File: src/design/wpq_pkg.sv
// ----------------------------------------------------------------------------
// wpq_pkg: shared types and constants
// Defines the stored entry layout, result status codes and register indexes.
// ----------------------------------------------------------------------------
package wpq_pkg;

  localparam int KEY_W    = 19;
  localparam int ID_W     = 16;
  localparam int SEV_W    = 4;
  localparam int WAIT_W   = 12;
  localparam int URG_W    = 4;
  localparam int AGE_W    = 7;
  localparam int SEX_W    = 2;
  localparam int MOBILE_W = 34;
  localparam int WGT_W    = 7;
  localparam int STAT_W   = 3;
  localparam int CFG_IDX_W = 2;

  typedef logic [STAT_W-1:0] status_t;
  localparam status_t ST_ADDED   = 3'd0;
  localparam status_t ST_REMOVED = 3'd1;
  localparam status_t ST_FULL    = 3'd2;
  localparam status_t ST_EMPTY   = 3'd3;
  localparam status_t ST_INVALID = 3'd4;

  typedef logic [CFG_IDX_W-1:0] cfg_idx_t;
  localparam cfg_idx_t REG_SEV_WEIGHT  = 2'd0;
  localparam cfg_idx_t REG_WAIT_WEIGHT = 2'd1;
  localparam cfg_idx_t REG_URG_WEIGHT  = 2'd2;

  localparam logic OP_ADD = 1'b0;

  typedef struct packed {
    logic [KEY_W-1:0]    key;
    logic [ID_W-1:0]     id;
    logic [SEV_W-1:0]    severity;
    logic [AGE_W-1:0]    age;
    logic [SEX_W-1:0]    sex;
    logic [MOBILE_W-1:0] mobile;
  } entry_t;

  typedef struct packed {
    logic [WGT_W-1:0] sev;
    logic [WGT_W-1:0] wait_m;
    logic [WGT_W-1:0] urg;
  } weights_t;

endpackage

File: src/design/wpq_key.sv
// ----------------------------------------------------------------------------
// wpq_key: priority key unit
// Two-stage weighted sum: products registered, then their sum registered.
// ----------------------------------------------------------------------------
module wpq_key (
  input  logic                          clk,
  input  logic                          load,
  input  wpq_pkg::weights_t             weights,
  input  logic [wpq_pkg::SEV_W-1:0]     severity,
  input  logic [wpq_pkg::WAIT_W-1:0]    wait_minutes,
  input  logic [wpq_pkg::URG_W-1:0]     urgency,
  output logic [wpq_pkg::KEY_W-1:0]     key
);
  import wpq_pkg::*;

  logic [WGT_W+SEV_W-1:0]  p_sev_r;
  logic [WGT_W+WAIT_W-1:0] p_wait_r;
  logic [WGT_W+URG_W-1:0]  p_urg_r;
  logic [KEY_W-1:0]        key_r;

  always_ff @(posedge clk) begin
    if (load) begin
      p_sev_r  <= weights.sev * severity;
      p_wait_r <= weights.wait_m * wait_minutes;
      p_urg_r  <= weights.urg * urgency;
    end
    key_r <= KEY_W'(p_wait_r) + KEY_W'(p_sev_r) + KEY_W'(p_urg_r);
  end

  assign key = key_r;

endmodule

File: config.mk
export PLATFORM = sky130hd
export DESIGN_NAME = wpq_key
export DESIGN_NICKNAME = d
export VERILOG_FILES = /design/src/design/wpq_pkg.sv /design/src/design/wpq_key.sv
export SDC_FILE = /design/constraint.sdc
export NUM_CORES = 1
export LEC_CHECK = 0
export ABC_AREA = 0
export ABC_CLOCK_PERIOD_IN_PS = 12800
export BUFFER_PORTS_ARGS = -buffer_cell sky130_fd_sc_hd__buf_2
export CELL_PAD_IN_SITES_DETAIL_PLACEMENT = 0
export CELL_PAD_IN_SITES_GLOBAL_PLACEMENT = 2
export CORE_MARGIN = 3
export CORE_UTILIZATION = 43
export DETAILED_ROUTE_END_ITERATION = 6
export PLACE_DENSITY_LB_ADDON = 0.1
export SYNTH_ARGS = -nofsm -noshare
export SYNTH_HDL_FRONTEND = slang
export SYNTH_SLANG_ARGS = --single-unit
File: constraint.sdc
create_clock -name clk -period 12.8 [get_ports clk]
set_clock_uncertainty 0.05 [all_clocks]
set_input_delay 0.64 -clock clk [delete_from_list [all_inputs] [get_ports clk]]
set_output_delay 0.64 -clock clk [all_outputs]
set_load 0.1 [all_outputs]
* Yosys cells after proc, flatten, opt, wreduce, memory -nomap -nowiden *
Cells that the tools add are included.
Widths: inputs -> output; s select.

operators by class
  multipliers = 3
  reductions and logical operators = 0
  mux-type cells = 0
  add/subtract/negate cells = 2
  divide/modulo/power cells = 0
  bitwise logic cells = 0
  eq/ne operators = 0
  order comparisons = 0
  shift-type cells = 0

operators by type and width
  cell            count
  $add 19x11->19  2
  $mul 7x4->11    2
  $mul 7x12->19   1

word-level totals
  memory bits (writable) = 0
  output and inout port bits = 19
  register bits after elaboration = 60
  memories = 0
  memory bits (read-only) = 0
  input bits = 43
  bits in latches = 0

* Depth between registers and ports, before layout *
  word-level depth = 2
  mapped depth = 17

* Least setup slack after synthesis *
No wires, ideal clock.

  path type = input to register
  start point = in weights[12] (netlist name)
  end point = reg p_wait_r[17] (data pin)
  data required time = 12.485 ns
  library setup time = 0.265 ns
  arrival time = 4.422 ns
  stages = 14
  slack = 8.063 ns
  cell sequence = clkbuf_1 > and2_1 > fa_1 > fa_1 > fa_1 > inv_1 > fa_1 > inv_1 > ha_1 > a21o_1 > a31o_2 > a31oi_2 > o211ai_1 > xor2_1

on the way
  cells in the longest elaborated chain, start to end = 1

ends and longest elaborated chain
  item                    RTL line       RTL
  start: declaration      wpq_key.sv:8   input wpq_pkg::weights_t weights,
  $mul 7x12->19           wpq_key.sv:24  p_wait_r <= weights.wait_m * wait_minutes;
  end signal: assignment  wpq_key.sv:24
  end: declaration        wpq_key.sv:17  logic [WGT_W+WAIT_W-1:0] p_wait_r;

No other way between the ends.
A chain may end at the register's enable or synchronous reset.

* Final worst setup path *
  start point = in weights[13] (netlist name)
  end point = reg p_wait_r[17] (data pin)

The elaborated chain is that of the path after synthesis.

==> impl_metrics.json <==
{
  "routedWlPerCell_um": 14.3,
  "via_per_inst": 5.03,
  "place.port_buffers": 61,
  "cts.sinks": 60,
  "firstDrtPassIters": 4,
  "post-cts-setup-buffers": 0,
  "place_congestion": 0.851,
  "netSwitchingPower_uw": 787,
  "worstSetupPathType": "in -> reg",
  "drive_above_1_share": 0.123,
  "postSynthCellCount": 652,
  "cts_tree": "yes",
  "io_pins": 62,
  "synth-edff-count": 41,
  "power_uw": 1600,
  "async_flop_share": 0,
  "yosys_warnings": 0,
  "slew_violations": 0,
  "ctsResizeCount": 0,
  "p_leak_uw": 0.00361,
  "grt_use_total": 0.171,
  "clkPwrFrac": 0.129,
  "finalCritPeriodShare": 0.364,
  "grt_overflow": 0,
  "h-tree-depth": 3,
  "grt_max_degree": 42,
  "slew_headroom": 0.378,
  "outcome": "finished clean",
  "antenna_found_initial": 0,
  "combPwrFrac": 0.656,
  "internal_power_uw": 816,
  "post-route-util": 0.497,
  "drt_iter0_markers": 157,
  "die_y_um": 130,
  "avgSynthCellArea_um2": 10.1,
  "synthToLayoutAreaGrowth_pct": 11.7,
  "cp_common_cell": "fa_1",
  "crit_buf_inv": 3,
  "ys_seq_elements": 60,
  "start_kind": "input pin",
  "irDropWorstVdd_uv": 112,
  "dpl-instance-area_um2": 7070,
  "fp.dieW_um": 130,
  "diodes": 0,
  "ys_types": 41,
  "hp-class": "reg -> reg",
  "power_density_nw_per_um2": 219,
  "drc": 0,
  "synth_top_cells_by_count": "inv_1, and2_1, fa_1",
  "p_sw_frac": 0.491,
  "nNetsFinal": 918,
  "cp_top_family": "adder cells",
  "die_area_um2": 16800,
  "ys_top_cells_by_area": "fa_1, edfxtp_1, ha_1",
  "cp_cell_sequence": "buf_2, and2_1, fa_1, fa_1, fa_1, inv_1, fa_1, inv_1, ha_1, a21o_1, a31o_2, a31oi_2, o211ai_1, xor2_1",
  "cap_violations": 0,
  "final.min_clock_period_ns": 4.66,
  "coreArea_um2": 14800,
  "synth_top_area_share": 0.247,
  "yosysMostFrequentCell": "inv_1",
  "cp_slowest_stage_delay_ns": 0.55,
  "synth_top_cell_by_area": "fa_1",
  "crit_fanout": 12,
  "grt_pass1_vias": 4796,
  "via_count": 4548,
  "critical-path-slowest-cell": "fa_1",
  "clock_latency_ns": 0.32,
  "synthFlopType": "edfxtp_1",
  "ant_nets": 0,
  "critPathRequiredTime_ns": 12.81,
  "cts_max_path_buffers": 2,
  "finalSetupViolCount": 0,
  "yosysSeqAreaShare": 0.245,
  "clk_pin_slew_ns": 0.05,
  "syn-num-nets": 854,
  "synthesis.area_um2": 6570,
  "rsz0062_at_grt": "false",
  "fmax_mhz": 215,
  "dp_hpwl_um": 11000,
  "wl_um": 12900,
  "arrival_ns": 4.67,
  "grt_pass1_wl_um": 22800,
  "ctsHoldBuffers": 0,
  "placementRows": 44,
  "final.setup.tns_ns": 0,
  "numCtsBuffers": 9,
  "final_cell_area_um2": 7330,
  "worst_slew_pin_slew_ns": 0.933,
  "cts_root_buffer": "clkbuf_16",
  "cp-end-kind": "flip-flop",
  "start_util": 0.445,
  "finalHoldViolCount": 0,
  "seqPwrFrac": 0.215
}
-- state kept, by name, summed over array words and instances (netlist names) --
signal and count:
key 19, p_wait_r 19, p_sev_r 11, p_urg_r 11
-- cell type report --
| type | count | area (um^2) |
|---|---|---|
| Tap cell | 184 | 230 |
| Sequential cell | 60 | 1610 |
| Timing Repair Buffer | 61 | 305 |
| Inverter | 95 | 357 |
| Multi-Input combinational cell | 489 | 4570 |
| Fill cell | 1409 | 7420 |
| Clock buffer | 10 | 229 |
| Clock inverter | 6 | 31.3 |
-- worst reg2reg max path, cell delays in order, from the launching register on --
cell      delay, ns
edfxtp_1       0.40
fa_1           0.51
ha_1           0.33
a211oi_1       0.35
o21ai_0        0.18
a21oi_1        0.38
a21oi_1        0.22
nand3_1        0.15
xnor2_1        0.13
-- logic make-up (layout without fill, tap and decap cells) --
family                   Yosys count  after routing  share of synthesized area
flip-flops                        60             60                      0.245
buffers and inverters            103            172                     0.0589
AND/OR/NAND/NOR                  200            200                      0.154
XOR/XNOR                          43             43                     0.0574
adder cells (fa/ha/maj)          159            159                      0.396
AO/OA/AOI/OAI                     87             87                     0.0888
-- power by group through the flow --
stage | registers [uW] | logic (uW) | clock network (uW)
floorplan | 555 | 643 | 0
global route | 352 | 1190 | 223
global placement | 349 | 1060 | 0
detailed placement | 350 | 1060 | 0
finish | 344 | 1050 | 207
CTS | 347 | 1070 | 212
-- metal layers --
| metal | part of all wire | GRT usage | vias to the layer above |
|---|---|---|---|
| met3 | 0.022 | 0.0256 | 16 |
| met5 | 0 | 0 | - |
| met1 | 0.43 | 0.217 | 2230 |
| met2 | 0.52 | 0.301 | 57 |
| li1 | - | - | 2245 |
| met4 | 0.024 | 0.0550 | 0 |
-- layout by cell type (no fill, tap or decap), types with 3 or more instances in the layout --
| master | instances |
|---|---|
| ha_1 | 78 |
| a21oi_1 | 25 |
| and2_1 | 84 |
| dfxtp_1 | 19 |
| nor2_1 | 20 |
| xor2_1 | 12 |
| o21bai_1 | 3 |
| fa_1 | 81 |
| inv_1 | 95 |
| nand2_1 | 73 |
| a21o_1 | 13 |
| clkbuf_16 | 9 |
| clkinv_2 | 4 |
| a21oi_2 | 5 |
| edfxtp_1 | 41 |
| nand3_1 | 6 |
| and3_1 | 4 |
| buf_2 | 61 |
| nor3_1 | 3 |
| o21ai_0 | 13 |
| xnor2_1 | 31 |
| o211ai_1 | 4 |
| o21ai_1 | 6 |
-- path summary, 6_finish.rpt --
path	slack, ns	endpoint	startpoint	depth (start not counted)
max	8.14	p_wait_r[17]	weights[13]	14
min	0.42	key[18]	p_wait_r[18]	1
max reg2reg	10.04	key[18]	p_sev_r[2]	8
min reg2reg	0.42	key[18]	p_wait_r[18]	1
-- stage by stage --
step	instances	setup WS [ns]	hold slack (ns)
2_1_floorplan	652	8.06	0.381
3_3_place_gp	889	7.77	0.430
3_5_place_dp	889	7.79	0.424
4_1_cts	905	8.13	0.430
5_1_grt	905	7.85	0.452
6_report	905	8.14	0.419
No activity file was read; power rests on OpenSTA's default activity.
